`config.mk`:
```
export PLATFORM = sky130hd
export DESIGN_NAME = mfca_post
export DESIGN_NICKNAME = d
export VERILOG_FILES = /design/src/rtl/core/mfca_pkg.sv /design/src/rtl/core/mfca_post.sv
export SDC_FILE = /design/constraint.sdc
export NUM_CORES = 1
export LEC_CHECK = 0
export ABC_CLOCK_PERIOD_IN_PS = 3500
export BUFFER_PORTS_ARGS = -buffer_cell sky130_fd_sc_hd__buf_2
export CORE_UTILIZATION = 47
export DETAILED_ROUTE_END_ITERATION = 12
export PLACE_DENSITY = 0.71
export SLEW_MARGIN = 20
export SYNTH_ARGS = -nofsm -noshare
export SYNTH_HDL_FRONTEND = slang
export SYNTH_SLANG_ARGS = --single-unit
```
`constraint.sdc`:
```
create_clock -name clk -period 3.5 [get_ports clk]
set_clock_uncertainty 0.2 [all_clocks]
set_input_delay 0 -clock clk [delete_from_list [all_inputs] [get_ports clk]]
set_output_delay 0 -clock clk [all_outputs]
set_load 0.01 [all_outputs]
```
`src/rtl/core/mfca_pkg.sv`:
```
// Shared types and constants for the mixed-form complex adder.
// Holds the pipeline control struct, fixed field widths and the CORDIC angle table.
// No dependencies.
`default_nettype none

package mfca_pkg;

  localparam int IN_W  = 16;
  localparam int OUT_W = 17;
  localparam int ZW    = 33;
  localparam int PROD_W = 33;
  localparam int ANG_W = 17;
  localparam int ATAN_LEN = 24;

  localparam logic signed [PROD_W-1:0] INV_GAIN_Q16 = 33'sd39797;
  localparam logic signed [IN_W-1:0]   QUARTER_TURN = 16'sd16384;
  localparam logic signed [ANG_W-1:0]  HALF_TURN    = 17'sd32768;
  localparam logic signed [IN_W-1:0]   COMP_MAX     = 16'sh7fff;
  localparam logic signed [IN_W-1:0]   COMP_MIN     = 16'sh8000;

  typedef struct packed {
    logic valid;
    logic polar;
  } ctl_t;

  function automatic logic signed [ZW-1:0] atan_entry(input logic [4:0] idx);
    logic signed [ZW-1:0] val;
    case (idx)
      5'd0:  val = 33'sd536870912;
      5'd1:  val = 33'sd316933406;
      5'd2:  val = 33'sd167458907;
      5'd3:  val = 33'sd85004756;
      5'd4:  val = 33'sd42667331;
      5'd5:  val = 33'sd21354465;
      5'd6:  val = 33'sd10679838;
      5'd7:  val = 33'sd5340245;
      5'd8:  val = 33'sd2670163;
      5'd9:  val = 33'sd1335087;
      5'd10: val = 33'sd667544;
      5'd11: val = 33'sd333772;
      5'd12: val = 33'sd166886;
      5'd13: val = 33'sd83443;
      5'd14: val = 33'sd41722;
      5'd15: val = 33'sd20861;
      5'd16: val = 33'sd10430;
      5'd17: val = 33'sd5215;
      5'd18: val = 33'sd2608;
      5'd19: val = 33'sd1304;
      5'd20: val = 33'sd652;
      5'd21: val = 33'sd326;
      5'd22: val = 33'sd163;
      5'd23: val = 33'sd81;
      default: val = '0;
    endcase
    return val;
  endfunction

endpackage

`default_nettype wire

```
`src/rtl/core/mfca_post.sv`:
```
// Back end: rounds and saturates both lanes to Q3.12, then forms the Q4.12 sum.
// Two register stages.
// Depends on mfca_pkg.
`default_nettype none

module mfca_post #(
  parameter int G  = 4,
  parameter int XW = 24
) (
  input  wire                                   clk,
  input  wire                                   rst_n,
  input  wire                                   valid_i,
  input  wire logic signed [XW-1:0]             ax_i,
  input  wire logic signed [XW-1:0]             ay_i,
  input  wire logic signed [XW-1:0]             bx_i,
  input  wire logic signed [XW-1:0]             by_i,
  output logic                                  valid_o,
  output logic signed [mfca_pkg::OUT_W-1:0]     real_o,
  output logic signed [mfca_pkg::OUT_W-1:0]     imag_o
);
  import mfca_pkg::*;

  localparam logic signed [XW-1:0] HALF = (XW'(1) <<< G) >>> 1;

  function automatic logic signed [IN_W-1:0] round_sat(input logic signed [XW-1:0] v);
    logic signed [XW-1:0] r;
    logic signed [IN_W-1:0] s;
    r = (v + HALF) >>> G;
    if (r > XW'(COMP_MAX)) begin
      s = COMP_MAX;
    end else if (r < XW'(COMP_MIN)) begin
      s = COMP_MIN;
    end else begin
      s = IN_W'(r);
    end
    return s;
  endfunction

  logic                    valid1_r;
  logic signed [IN_W-1:0]  ar_r;
  logic signed [IN_W-1:0]  ai_r;
  logic signed [IN_W-1:0]  br_r;
  logic signed [IN_W-1:0]  bi_r;
  logic                    valid_r;
  logic signed [OUT_W-1:0] real_r;
  logic signed [OUT_W-1:0] imag_r;

  always_ff @(posedge clk) begin
    if (!rst_n) begin
      valid1_r <= 1'b0;
      valid_r  <= 1'b0;
    end else begin
      valid1_r <= valid_i;
      valid_r  <= valid1_r;
    end
    ar_r   <= round_sat(ax_i);
    ai_r   <= round_sat(ay_i);
    br_r   <= round_sat(bx_i);
    bi_r   <= round_sat(by_i);
    real_r <= OUT_W'(ar_r) + OUT_W'(br_r);
    imag_r <= OUT_W'(ai_r) + OUT_W'(bi_r);
  end

  assign valid_o = valid_r;
  assign real_o  = real_r;
  assign imag_o  = imag_r;

endmodule

`default_nettype wire

```
* Word level (Yosys, flattened, before mapping)
Index checks and enable logic that the tools add are counted.
** Operators by class
- $add $sub $neg :: 6
- Magnitude comparators :: 8
- Multiplexer cells :: 4
** Operator list (number)
- $add A24 B5 Y24 const B :: 4
- $gt A20 B16 Y1 const B :: 4
- $lt A20 B16 Y1 const B :: 4
- $mux W16 :: 4
- $add A16 B16 Y17 :: 2
** Storage, ports and cells
- Bits in registers :: 100
- Logic and storage cells :: 26
- Bits of input ports :: 99
- Output and inout port bits :: 35

* Longest topological paths before layout
- Depth after elaboration :: 3
- Depth in mapped cells :: 8
- Mapped depth without buffers :: 8

* Worst setup path after synthesis
Ideal clock, no wire load.
- Kind :: register -> register
- From :: register ar_r[0]
- To :: register real_r[14] (netlist: real_o[14])
- Data required time :: 3.177 ns
- Arrival :: 2.201 ns
- Path buffers :: 0
- Library setup time :: 0.123 ns
- Stages on the path, launching flop included :: 9
- Slack :: 0.976 ns
- Period minus slack after synthesis :: 2.524 ns
- Cells stage by stage :: dfxtp_1 ha_1 fa_1 a211oi_1 o21ai_0 o41a_1 a211oi_1 a21oi_1 xor2_1
** Between the ends
- Word-level cells in the longest chain between the ends :: 1
** RTL lines
- start: declaration :: RTL line mfca_post.sv:40 : logic signed [IN_W-1:0] ar_r;
- start signal: assignment :: RTL line mfca_post.sv:56 : ar_r <= round_sat(ax_i);
- $add A16 B16 Y17 :: RTL line mfca_post.sv:60 : real_r <= OUT_W'(ar_r) + OUT_W'(br_r);
- end signal: assignment :: RTL line mfca_post.sv:60
- end: declaration :: RTL line mfca_post.sv:45 : logic signed [OUT_W-1:0] real_r;
Every way passes these cells.
A chain may end at the register's enable or synchronous reset.

* Final worst setup path
- From :: input port by_i[4]
- To :: register bi_r[9]
** Between the ends
- Word-level cells in the longest chain between the ends :: 3
- Elaborated cells on any way between the ends :: 4
- Those cells by class :: 1 x add/sub; 2 x order compare; 1 x mux
** RTL lines
- start: declaration :: RTL line mfca_post.sv:16 : input wire logic signed [XW-1:0] by_i,
- $add A24 B5 Y24 * :: RTL line mfca_post.sv:28 : r = (v + HALF) >>> G;
- $lt A20 B16 Y1 :: RTL line mfca_post.sv:31 : end else if (r < XW'(COMP_MIN)) begin
- $mux W16 :: RTL line mfca_post.sv:31
- end signal: assignment :: RTL line mfca_post.sv:59 : bi_r <= round_sat(by_i);
- end: declaration :: RTL line mfca_post.sv:43 : logic signed [IN_W-1:0] bi_r;
Mark *: on every way between the ends. The rest lies on a longest branch, timed or not.

==> results.md <==
- Status: complete, no violations
- Routed Antenna Nets: 0
- Sequential share of the synthesized area: 33.4%
- Peak supply drop: 0.329 mV
- Kind of critical path: in -> reg
- Max-slew headroom: 38.2%
- FILL cells: 958
- Worst endpoint required time: 3590 ps
- CP arrival: 3320 ps
- # resized after CTS: 0
- Period utilization: 92.2%
- PortBufs: 121
- 1st-iter DRT viols: 423
- CTS sink cnt: 100
- Setup TNS: 0 ps
- CTS Buf Count: 9
- Peak per-stage delay on the critical path: 570 ps
- Pre-antenna DRT Iters: 5
- Clock slew at reported path FFs: 70 ps
- Avg Cell Area, Syn: 8.61 sq um
- H-tree depth: 3
- GP Congestion: 0.989
- Max Freq: 310 MHz
- Largest net degree at the start of global routing: 19
- Rows: 40
- Startpoint Class: input port
- Wire length of the first global-routing pass: 26.9 mm
- Core ar.: 0.0122 sq mm
- Yosys top cell by area: dfxtp_1
- Clock buffer depth: 2
- Post-synth ARST share: 0%
- Initial antenna violation count: 0
- CP Cell Sequence: dlygate4sd3_1 > buf_2 > ha_1 > nand4_1 > nor4_1 > xnor2_1 > a211oi_4 > a21oi_1 > dlygate4sd3_1 > o21ai_0 > dlygate4sd3_1
- Min-Delay Path Class: in -> reg
- Register area: 0.00200 sq mm
- Vias in the first global route: 5808
- # diodes: 0
- Slew @ Worst Pin: 923 ps
- Post-synth EDFFs: 0
- Final Hold Viols: 0
- Worst-Skew Late Latency: 350 ps
- DRC violations left: 0
- Root Buffer: clkbuf_16
- Yosys reg bits: 100
- Max cap viols: 0
- Synth Instances: 696
- Layout cells sized above 1: 17.6%
- Die Area: 0.0132 sq mm
- Die height: 115 microns
- Synth warnings: 0
- Synth cell types: 68
- Top FF cell, synth: dfxtp_1
- Remaining Overflow, GRT: 0
- Final Power: 3.36 mW
- Die width: 115 microns
- Final wirelength: 16.0 mm
- RSZ-0062 raised after global routing: no
- Pins Over Slew Limit: 0
- DP HPWL: 11.2 mm
- Top-area cell type share of the netlist area: 33.4%
- GRT Total Usage: 25.6%
- Initial core utilization: 49.0%
- Period minus WS final: 3230 ps
- Pwr/cell area: 417 mW/mm^2
- DR vias: 6008
- CTS tree: built
- Layout Nets: 1054
- Area of the multi-input gates: 0.00381 sq mm
- Crit-path max FO: 10
- Final setup violation count: 0
- Syn_nets: 833
- Detail-routed net length per standard cell: 14.7 microns
- I/O Pins: 134
- Layout Area Growth over Synthesis: 34.5%
- Most frequent CP cell: dlygate4sd3_1
- Vias per cell: 5.51
- Slowest-stage cell, CP: dlygate4sd3_1
- Synthesized area: 0.00599 sq mm
- Crit end category: flop
- Top cells by area, synth: dfxtp_1 33%, xnor2_1 8.9%, ha_1 7.5%
- Pleak: 3.39 nW
## layout by cell type, fill, tap and decap left out, types with 3 or more instances in the layout
master	n
xor2_1	42
nand3b_1	3
nor2_1	44
a31oi_1	6
nor3b_1	3
ha_1	36
nor2b_1	3
nor3_1	9
clkbuf_16	9
mux2i_1	4
dfxtp_1	100
xnor2_1	61
and2_1	6
buf_2	121
o21bai_1	4
o211ai_1	4
a211o_1	4
nor3_2	3
o21ai_1	10
a21oi_1	53
inv_1	20
and4_1	9
o31ai_1	3
and3_1	16
or2_2	3
nand2_1	40
o21ai_0	71
nor4_1	5
a21o_1	12
dlygate4sd3_1	101
a211oi_1	7
buf_4	4
nand3_1	42
nand4_1	18
## final timing paths
check | start | endpoint | slack, ps | cells after the start
max | by_i[4] | bi_r[9]$_SDFF_PN1_ | 270 | 11
min | by_i[3] | bi_r[1]$_SDFF_PN1_ | 20 | 4
max reg2reg | ar_r[0]$_SDFF_PN1_ | real_o[14]$_DFF_P_ | 710 | 8
min reg2reg | valid1_r$_SDFF_PN0_ | valid_o$_SDFF_PN0_ | 240 | 1
## power by group
part | total [mW] | internal (mW) | switching (mW)
combinational | 0.962 | 0.455 | 0.506
clock | 1.03 | 0.568 | 0.460
sequential | 1.37 | 1.32 | 0.0568
## logic make-up after synthesis
logic type / share of synthesized area, %
xor gates and xnor gates: 15.1
and+or+nand+nor: 19.8
DFF: 33.4
AOI/OAI and AO/OA: 19.8
buffers and inverters: 2.92
adders and majority gates: 8.19
muxes: 0.856
## synthesized netlist by cell type (3+ instances only)
cell      number
a211o_1        4
a211oi_1       7
a21o_1        12
a21oi_1       53
a31oi_1        6
and2_1         6
and3_1        16
and4_1         9
buf_2          4
clkbuf_1       9
dfxtp_1      100
ha_1          36
inv_1         20
mux2i_1        4
nand2_1       40
nand3_1       42
nand3b_1       3
nand4_1       18
nor2_1        44
nor2b_1        3
nor3_1         9
nor3_2         3
nor3b_1        3
nor4_1         5
o211ai_1       4
o21ai_0       71
o21ai_1       10
o21bai_1       4
o31ai_1        3
or2_2          3
xnor2_1       61
xor2_1        42
## critical path, delay by kind of cell
family          cells  cell delay (ps)
fa+ha+maj           1              210
buf+inv             4             1750
xor+xnor            1              200
simple gates        2              540
compound gates      3              630
## layer usage
| metal | up-vias | global-route usage [%] | routed length, microns |
|---|---|---|---|
| met5 | - | 0 | 0 |
| met2 | 241 | 46.5 | 8010 |
| met1 | 2750 | 29.8 | 6780 |
| met3 | 37 | 4.53 | 853 |
| li1 | 2980 | - | - |
| met4 | 0 | 9.61 | 385 |
## cell type report
cell class	count	share of cell area, %
clock buffers	9	2.80
clock inverters	7	1.04
inverters	20	0.932
multi-input cells	560	47.3
flip-flops and latches	100	24.9
well taps	168	2.61
repair buffers	226	20.4
## metrics by stage
step / utilization [%] / worst slack (ps) / hold slack, ps / area [sq um] / instances
floorplan: - / 976 / -78.3 / 5990 / 696
finish: 66.0 / 274 / 18.5 / 8060 / 1090
global placement: 55.2 / 757 / 0.357 / 6740 / 973
global route: 66.0 / 64.2 / 86.0 / 8060 / 1090
detailed placement: 55.2 / 696 / 9.84 / 6740 / 973
CTS: 66.0 / 307 / 1.64 / 8060 / 1090
## flip-flops by register name, indices dropped and copies added, names as in the netlist
| name | count |
|---|---|
| bi_r | 16 |
| ar_r | 16 |
| br_r | 16 |
| valid1_r | 1 |
| ai_r | 16 |
| real_o | 17 |
| valid_o | 1 |
| imag_o | 17 |
## timing repair
item / in CTS / in global routing
endpoints found under the hold margin: 65 / 0
hold buffers: 101 / 0
setup buffers: 0 / 0
setup endpoints to repair: 0 / 0
(Power assumes the default switching activity.)
