$ cat src/rtl/core/mfca_pkg.sv
// Shared types and constants for the mixed-form complex adder.
// Holds the pipeline control struct, fixed field widths and the CORDIC angle table.
// No dependencies.
`default_nettype none

package mfca_pkg;

  localparam int IN_W  = 16;
  localparam int OUT_W = 17;
  localparam int ZW    = 33;
  localparam int PROD_W = 33;
  localparam int ANG_W = 17;
  localparam int ATAN_LEN = 24;

  localparam logic signed [PROD_W-1:0] INV_GAIN_Q16 = 33'sd39797;
  localparam logic signed [IN_W-1:0]   QUARTER_TURN = 16'sd16384;
  localparam logic signed [ANG_W-1:0]  HALF_TURN    = 17'sd32768;
  localparam logic signed [IN_W-1:0]   COMP_MAX     = 16'sh7fff;
  localparam logic signed [IN_W-1:0]   COMP_MIN     = 16'sh8000;

  typedef struct packed {
    logic valid;
    logic polar;
  } ctl_t;

  function automatic logic signed [ZW-1:0] atan_entry(input logic [4:0] idx);
    logic signed [ZW-1:0] val;
    case (idx)
      5'd0:  val = 33'sd536870912;
      5'd1:  val = 33'sd316933406;
      5'd2:  val = 33'sd167458907;
      5'd3:  val = 33'sd85004756;
      5'd4:  val = 33'sd42667331;
      5'd5:  val = 33'sd21354465;
      5'd6:  val = 33'sd10679838;
      5'd7:  val = 33'sd5340245;
      5'd8:  val = 33'sd2670163;
      5'd9:  val = 33'sd1335087;
      5'd10: val = 33'sd667544;
      5'd11: val = 33'sd333772;
      5'd12: val = 33'sd166886;
      5'd13: val = 33'sd83443;
      5'd14: val = 33'sd41722;
      5'd15: val = 33'sd20861;
      5'd16: val = 33'sd10430;
      5'd17: val = 33'sd5215;
      5'd18: val = 33'sd2608;
      5'd19: val = 33'sd1304;
      5'd20: val = 33'sd652;
      5'd21: val = 33'sd326;
      5'd22: val = 33'sd163;
      5'd23: val = 33'sd81;
      default: val = '0;
    endcase
    return val;
  endfunction

endpackage

`default_nettype wire

$ cat src/rtl/core/mfca_cell.sv
// One CORDIC rotation cell: a single micro-rotation by atan(2^-IDX), registered.
// Cartesian items pass through unchanged.
// Depends on mfca_pkg.
`default_nettype none

module mfca_cell #(
  parameter int IDX = 0,
  parameter int XW  = 24
) (
  input  wire                                  clk,
  input  wire                                  rst_n,
  input  wire mfca_pkg::ctl_t                  ctl_i,
  input  wire logic signed [XW-1:0]            x_i,
  input  wire logic signed [XW-1:0]            y_i,
  input  wire logic signed [mfca_pkg::ZW-1:0]  z_i,
  output mfca_pkg::ctl_t                       ctl_o,
  output logic signed [XW-1:0]                 x_o,
  output logic signed [XW-1:0]                 y_o,
  output logic signed [mfca_pkg::ZW-1:0]       z_o
);
  import mfca_pkg::*;

  localparam logic signed [ZW-1:0] ANGLE = atan_entry(5'(IDX));

  ctl_t                  ctl_r;
  logic signed [XW-1:0]  x_r;
  logic signed [XW-1:0]  y_r;
  logic signed [ZW-1:0]  z_r;
  logic signed [XW-1:0]  x_nxt;
  logic signed [XW-1:0]  y_nxt;
  logic signed [ZW-1:0]  z_nxt;
  logic signed [XW-1:0]  xs_w;
  logic signed [XW-1:0]  ys_w;

  always_comb begin
    xs_w = x_i >>> IDX;
    ys_w = y_i >>> IDX;
    if (!ctl_i.polar) begin
      x_nxt = x_i;
      y_nxt = y_i;
      z_nxt = z_i;
    end else if (!z_i[ZW-1]) begin
      x_nxt = x_i - ys_w;
      y_nxt = y_i + xs_w;
      z_nxt = z_i - ANGLE;
    end else begin
      x_nxt = x_i + ys_w;
      y_nxt = y_i - xs_w;
      z_nxt = z_i + ANGLE;
    end
  end

  always_ff @(posedge clk) begin
    if (!rst_n) begin
      ctl_r.valid <= 1'b0;
    end else begin
      ctl_r.valid <= ctl_i.valid;
    end
    ctl_r.polar <= ctl_i.polar;
    x_r         <= x_nxt;
    y_r         <= y_nxt;
    z_r         <= z_nxt;
  end

  assign ctl_o = ctl_r;
  assign x_o   = x_r;
  assign y_o   = y_r;
  assign z_o   = z_r;

endmodule

`default_nettype wire

$ cat config.mk
export PLATFORM = sky130hd
export DESIGN_NAME = mfca_cell
export DESIGN_NICKNAME = d
export VERILOG_FILES = /design/src/rtl/core/mfca_pkg.sv /design/src/rtl/core/mfca_cell.sv
export SDC_FILE = /design/constraint.sdc
export NUM_CORES = 1
export LEC_CHECK = 0
export ABC_AREA = 1
export BUFFER_PORTS_ARGS = -buffer_cell sky130_fd_sc_hd__buf_2
export CAP_MARGIN = 20
export CORE_ASPECT_RATIO = 0.5
export CORE_UTILIZATION = 39
export DETAILED_ROUTE_END_ITERATION = 16
export MAX_ROUTING_LAYER = met4
export PLACE_DENSITY_LB_ADDON = 0.1
export SYNTH_ARGS = -nofsm -noshare
export SYNTH_HDL_FRONTEND = slang
export SYNTH_SLANG_ARGS = --single-unit
$ cat constraint.sdc
create_clock -name clk -period 2.45 [get_ports clk]
set_clock_uncertainty 0.05 [all_clocks]
set_input_delay 0.3675 -clock clk [delete_from_list [all_inputs] [get_ports clk]]
set_output_delay 0.3675 -clock clk [all_outputs]
set_load 0.02 [all_outputs]
After elaboration in Yosys (flattened, before gate mapping)
Cells that the tools add are included.
Widths: inputs -> output; s select.
{ "word_totals": {"word_cells": 16, "out_inout_bits": 83, "ff_bits": 83} }
{ "classes": {"mux": 6, "n_addsub": 5} }
{ "op_table": {"columns": ["op", "count"], "rows": [
  ["$mux 24", 4],
  ["$mux 33", 2],
  ["$sub 24x24->24", 2],
  ["$add 33x31->33 const B", 1],
  ["$sub 33x31->33 const B", 1],
  ["$add 24x24->24", 1]
]} }

Logic depth before layout (Yosys ltp)
Gate-level depths: netlist of the first run.
{ "logic_depth": {"ltp_word": 3, "mapped_depth": 17, "ltp_nobuf": 16} }

Worst setup path after synthesis of the first run
OpenSTA, ideal clock, no wires.
{ "synth_path": {"kind": "input port to flip-flop", "from": "in x_i[0]", "to": "reg x_r[16] (netlist: x_o[16])", "required_time_ns": 2.288, "path_buffers": 0, "slack_ns": 0.535, "cell_stages": 15, "t_arrival_ns": 1.753, "path_cell_list": "inv_1 > ha_1 > fa_1 > inv_1 > nand3_1 > nand3_1 > nand2_1 > nand3_1 > nand2_1 > nand2_1 > nand2_1 > nand3_1 > nand2_1 > nand2_1 > nand2_1"} }
{ "synth_via": {"elab_chain_cells": 3, "elab_cells_between_ends": 4} }
{ "synth_lines": {"columns": ["element", "line", "rtl"], "rows": [
  ["start, declared", "mfca_cell.sv:13", "input wire logic signed [XW-1:0] x_i,"],
  ["$sub 24x24->24 or $add 24x24->24 (tied branches)", "mfca_cell.sv:43, mfca_cell.sv:47", null],
  ["$mux 24 *", "mfca_cell.sv:42", "end else if (!z_i[ZW-1]) begin"],
  ["$mux 24 *", "mfca_cell.sv:38", "if (!ctl_i.polar) begin"],
  ["via x_nxt[16]", "mfca_cell.sv:29", "logic signed [XW-1:0] x_nxt;"],
  ["end signal, assigned", "mfca_cell.sv:60", "x_r <= x_nxt;"],
  ["end, declared", "mfca_cell.sv:26", "logic signed [XW-1:0] x_r;"]
]} }
The timed path passes the listed nets; every way through them passes the cells marked *.
A chain may end at the register's enable or synchronous reset.

Worst setup path in the final report of the first run
{ "layout_path": {"from": "in x_i[3]", "to": "reg x_r[15] (netlist: x_o[15])"} }
Same word-level chain as after synthesis.

==> out/metrics.cfg, run 1 <==
[status]
status = complete, no violations

[floorplan]
rows = 35
coreArea_mm2 = 0.0189
io_pins = 168
die_w_um = 201
fp.dieH_um = 102
start_util_pct = 40.9
die_area_mm2 = 0.0204

[yosys]
syn_nets = 1456
synth_area_mm2 = 0.00773
ys_seq_area_share_pct = 21.5
synth_async_sr_flop_share_pct = 0
ys_types = 39
synthFlopType = dfxtp_1
ys.warnings.count = 0
synth.area.top_cells = nand2_1 22%, dfxtp_1 21%, ha_1 13%, inv_1 10%, nand3_1 7.7%
syn_area_per_cell_um2 = 6.00
synth_edf_count = 0
synthCells = 1288
yosys.area.top_type_share_pct = 22.1
ys_seq_elements = 83
synth_top_area_cell = nand2_1

[timing]
fmaxAchievable_ghz = 0.465
slew_viol_final = 0
setup_viol = 0
tightest_slew_ps = 615
hold_viol = 0
rsz0062_at_grt = no
slew-limit-headroom_pct = 59.0
fin_crit_sh_pct = 87.9
period_needed_ps = 2150
fin_tns_setup_ps = 0

[critical_path]
crit_fanout = 10
critPathLaunchType = input port
criticalPathCategory = input port to flop
critPathCaptureType = flop
arrival_ps = 2330
worstPathRequired_ps = 2630

[detailed_routing]
dr_wl_met3_um = 2410
dr.pass1.iters = 5
viasPerCell = 4.81
met1_length_um = 14900
postRouteAntennaNets = 0
wl_um = 29200
drc = 0
wl_met2_um = 11300
num_vias = 8815
drt-initial-drc-count = 690
top_layer_used = met4
wire_per_inst_um = 15.9

[cells_and_area]
fin_util_pct = 53.1
num_antenna_cells = 0
layout.nets = 1735
area_growth_syn_to_layout_pct = 30.1
drive_gt1_share_pct = 23.6
n_fill_cell = 1989

[clock_network]
root_buffer = clkbuf_16
cts_setup_buffers = 0
clkSlewWorstSetupHoldPaths_ps = 70
htree_num_levels = 3
hold_buffers = 0
cts_tree = built
cts.sinks = 83
ctsLongestPathBuffers = 2
cts_resized = 0
numCtsBuffers = 9

[global_route]
grt_pass1_wl_um = 44300
track_usage_pct = 29.7
grt_max_degree = 77
grt_pass1_vias = 8081
gr-total-overflow = 0
antenna_found_initial = 0

[min_path]
hold_depth = 1
hold_class = input port to flop

[power_and_ir_drop]
cellPowerDensity_mw_per_mm2 = 511
max-vdd-ir-drop_mv = 0.312
p_leak_nw = 5.91

[placed_design]
port_buffers = 167
routabilityCongestion = 1.00
hpwl_um = 24500

[run]
max_cap_viol_count = 0

[flip-flops by register name, indices dropped and copies added (netlist names)]
| signal | cells |
|---|---|
| x_o | 24 |
| z_o | 33 |
| ctl_o | 2 |
| y_o | 24 |
[area by class of cell]
class,count,area (µm²),area share [%]
repair buffers,309,1960,19.5
clock buffers,9,225,2.24
flip-flops and latches,83,1660,16.5
inverters,223,837,8.33
multi-input cells,941,4960,49.3
well taps,259,324,3.22
clock inverters,7,83.8,0.834
[metal layers]
metal,global-route usage (%),up-vias
met5,-,-
met4,6.93,0
met3,6.47,36
met2,43.0,329
met1,41.4,3916
li1,-,4534
[cell families (layout without fill, tap and decap cells)]
logic type	after synthesis	after routing	share of synthesized area [%]
adder cells (fa/ha/maj)	83	83	13.8
XOR/XNOR	17	17	1.93
AND/OR/NAND/NOR	703	703	38.5
flip-flops	83	83	21.5
AO/OA/AOI/OAI	138	138	9.84
buffers and inverters	264	548	14.4
[power breakdown]
part | switching (mW) | internal, mW
Sequential | 0.0281 | 1.48
Clock | 0.646 | 0.809
Combinational | 1.36 | 0.811
[cells in the mapped netlist, types with 11 or more instances]
cell,n
nand2_1,455
inv_1,216
nand3_1,119
dfxtp_1,83
ha_1,79
nor2_1,66
a21oi_1,58
o21ai_0,43
nand4_1,23
nor2_2,16
xor2_1,15
clkbuf_1,13
buf_6,11
[path summary, 6_finish.rpt]
kind                  startpoint  endpoint  slack [ps]
worst max-delay path      x_i[3]   x_o[15]         300
worst min-delay path      z_i[4]    z_o[4]          60
[per-stage QoR]
stage          hold slack, ps  setup WS (ps)  cell area, µm²  cells  power, mW
2_1_floorplan             345            535            7730   1288       2.82
3_5_place_dp              422          -64.9            9740   1815       3.68
4_1_cts                  52.8            295           10100   1831       5.15
6_report                 60.1            297           10100   1831       5.13
5_1_grt                  49.3            112           10100   1831       5.46
3_3_place_gp              420          -36.8            9740   1815       3.66
[critical path: stages]
cell	delay (ps)
buf_2	100
inv_1	50
ha_1	500
nand2_1	170
nor2_1	230
nand2_1	120
nand2_1	210
nand2_1	130
nand4_1	90
nand3_1	70
nand3_1	170
o21ai_0	110
[layout by cell type, fill, tap and decap left out, drive strengths merged, types with 7 or more instances in the layout]
cell type and n:
o21ai 53, ha 79, o21bai 7, clkbuf 9, nand2 467, nor2 84
xor2 15, inv 224, nand3 121, dfxtp 83, a21oi 64, buf 309
nand4 23
(Power assumes the default switching activity.)
==> inputs of run 2 (changes only) <==
--- a/config.mk
+++ b/config.mk
@@ -5,7 +5,6 @@
 export SDC_FILE = /design/constraint.sdc
 export NUM_CORES = 1
 export LEC_CHECK = 0
-export ABC_AREA = 1
 export BUFFER_PORTS_ARGS = -buffer_cell sky130_fd_sc_hd__buf_2
 export CAP_MARGIN = 20
 export CORE_ASPECT_RATIO = 0.5
==> run 2 against run 1 <==
Effect of this change:
- the run now ends with setup timing left
- cell count shrank 22%
- critical path depth is the same
- count of clock-buffer cells in the layout grew 1
- clock power grew 7%
- critical endpoint is now x_o[18]
- highest routed layer unchanged
==> out/metrics.cfg, run 2 <==
[clock_network]
clkSlewWorstSetupHoldPaths_ps = 70  ; about the same
cts_tree = built
ctsLongestPathBuffers = 2  ; unchanged
root_buffer = clkbuf_16
numCtsBuffers = 9  ; unchanged
hold_buffers = 0  ; unchanged
cts.sinks = 83  ; unchanged
htree_num_levels = 3  ; unchanged

[detailed_routing]
num_vias = 7317  ; -17%
wire_per_inst_um = 16.0  ; +0.71%
wl_um = 22900  ; -21%
dr.pass1.iters = 5  ; unchanged
drt-initial-drc-count = 354  ; -49%
dr_wl_met3_um = 1120  ; -53%
met1_length_um = 11000  ; -26%
wl_met2_um = 10600  ; -6.4%
viasPerCell = 5.12  ; +6.4%
drc = 0  ; unchanged
top_layer_used = met4
postRouteAntennaNets = 0  ; unchanged

[yosys]
ys_seq_area_share_pct = 25.1  ; +3.6 points
synth_top_area_cell = dfxtp_1
ys.warnings.count = 0  ; unchanged
ys_seq_elements = 83  ; unchanged
ys_types = 78  ; +100%
yosysMostFrequentCell = a21oi_1
synth.area.top_cells = dfxtp_1 25%, ha_1 15%, a21oi_1 6.9%, inv_1 4.3%, nor2_1 4.2%
synth_async_sr_flop_share_pct = 0  ; unchanged
yosys-top-cells-count = 92 x a21oi_1, 83 x dfxtp_1, 79 x ha_1
synthCells = 832  ; -35%
synth_edf_count = 0  ; unchanged
yosys.area.top_type_share_pct = 25.1  ; +3.0 points
synth_area_mm2 = 0.00663  ; -14%
synthFlopType = dfxtp_1
syn_area_per_cell_um2 = 7.97  ; +33%
syn_nets = 1000  ; -31%

[critical_path]
crit_fanout = 5  ; -5
arrival_ps = 2700  ; +370 ps
criticalPathCategory = input port to flop
critPathCaptureType = flop
worstPathRequired_ps = 2620  ; about the same
critPathLaunchType = input port
cp-startpoint = x_i[0]

[timing]
slew-limit-headroom_pct = 56.6  ; -2.4 points
period_needed_ps = 2530  ; +376 ps
fmaxAchievable_ghz = 0.395  ; -15%
slew_viol_final = 0  ; unchanged
rsz0062_at_grt = yes
tightest_slew_ps = 650  ; +35.0 ps
setup_viol = 4  ; +4
hold_viol = 0  ; unchanged
fin_crit_sh_pct = 103  ; +15 points
setup_ws_ps = -78.7  ; -376 ps

[floorplan]
io_pins = 168  ; unchanged
coreArea_mm2 = 0.0165  ; -13%
die_area_mm2 = 0.0176  ; -14%
fp.dieH_um = 94.2  ; -7.2%
die_w_um = 186  ; -7.3%
rows = 33  ; -5.7%
start_util_pct = 40.2  ; -0.71 points

[cells_and_area]
final_cell_mix = 225 x buf_4, 165 x buf_2, 86 x a21oi_1, 83 x dfxtp_1, 71 x nor2_1
area_growth_syn_to_layout_pct = 54.5
layout.nets = 1364  ; -21%
drive_gt1_share_pct = 42.7  ; +19 points
largest_reg_flops = 33  ; unchanged
final_common_cell = buf_4
fin_cells = 1428  ; -22%
num_antenna_cells = 0  ; unchanged

[global_route]
gr-total-overflow = 0  ; unchanged
grt_max_degree = 36  ; -53%
antenna_found_initial = 0  ; unchanged
track_usage_pct = 26.1  ; -3.5 points
grt_pass1_wl_um = 35200  ; -21%
grt_pass1_vias = 7036  ; -13%

[power_and_ir_drop]
combPwrFrac_pct = 42.1  ; about the same
max-vdd-ir-drop_mv = 0.357  ; +15%
power.internal_mw = 3.45  ; +11%
clockPowerShare_pct = 29.1  ; +0.8 points
p_switching_mw = 1.88  ; -7.4%
p_leak_nw = 4.94  ; -16%
switching_share_pct = 35.2  ; -4.3 points
cellPowerDensity_mw_per_mm2 = 520  ; +1.9%
seqPwrFrac_pct = 28.8  ; -0.6 points

[placed_design]
dp.cells = 1406  ; -23%
hpwl_um = 18000  ; -27%
dp_slack_ps = -600  ; -535 ps
port_buffers = 167  ; unchanged
routabilityCongestion = 0.945  ; -5.5%

[run]
max_cap_viol_count = 0  ; unchanged

[status]
violations = setup timing
status = finished with violations

[min_path]
hold_depth = 1  ; unchanged
holdPathEnd = z_o[1]
holdCritStartpoint = z_i[1]
hold_class = input port to flop

==> run 2: changes by cell type in the layout (fill, tap and decap cells not counted), moves of 13 or more <==
cell,before,now
ha_4,0,13
nand2_1,455,44
nor2_2,16,2
inv_1,216,69
buf_4,137,225
nand4_1,23,3
a21oi_1,58,86
nand3_1,119,10
ha_1,79,63
a21o_1,1,18
xnor2_1,2,24
mux2i_1,0,13
==> run 2: per-stage QoR <==
step / utilization (%) / setup TNS, ps / instance area, µm² / total power, mW / hold slack [ps]
floorplan: - / -620 / 6710 / 2.71 / 345
global placement: 56.4 / -13080 / 9320 / 3.59 / 420
detailed placement: 56.4 / -13390 / 9320 / 3.61 / 422
global route: 62.1 / -1120 / 10200 / 5.62 / 44.9
finish: 62.1 / -178 / 10200 / 5.33 / 59.9
CTS: 60.3 / -126 / 9960 / 5.27 / 48.8
==> run 2: how the worst max path moves through the flow <==
stage / endpoint
after global placement: y_o[16]
final: x_o[18]
after CTS: x_o[22]
after floorplan: x_o[22]
after global routing: x_o[22]
after detailed placement: x_o[20]
==> run 2: layer usage <==
metal,vias up,global-route usage [%]
li1,3683,-
met1,3421,33.0
met2,194,44.0
met3,19,4.33
met4,0,5.79
met5,-,-
==> run 2: area by class of cell <==
type | count | area [µm²]
fill | 1492 | 6270
clock buffer | 10 | 239
multi-input combinational | 626 | 5050
timing repair buffer | 397 | 2610
sequential | 83 | 1660
inverter | 79 | 309
clock inverter | 6 | 93.8
tap | 227 | 284
==> run 2: kinds of logic after synthesis <==
group / count (synthesis) / share of synthesized area, %
AND/OR/NAND/NOR: 213 / 15.7
AO/OA/AOI/OAI: 285 / 29.4
buffers and inverters: 123 / 7.53
XOR/XNOR: 31 / 4.09
multiplexers: 14 / 2.13
adder cells (fa/ha/maj): 83 / 16.1
flip-flops: 83 / 25.1
==> run 2: worst max-delay path: stages <==
cell	delay (ps)
buf_8	90
inv_8	30
ha_4	150
fa_2	350
and2b_1	210
o211ai_1	130
a2111o_1	420
and2_4	190
a211oi_1	270
o211ai_1	150
xnor2_1	210
a21oi_1	120
==> run 2: what timing repair did <==
item	CTS	global route
gates resized for setup	57	60
pin swaps	32	39
setup endpoints to repair	20	23
buffers inserted	3	7
==> run 2: power groups by stage <==
stage | Sequential, mW | Combinational [mW] | Clock (mW)
after global placement | 1.56 | 2.03 | 0
after CTS | 1.54 | 2.14 | 1.59
after global routing | 1.55 | 2.42 | 1.66
after floorplan | 1.77 | 0.939 | 0
final | 1.54 | 2.24 | 1.55
after detailed placement | 1.57 | 2.04 | 0
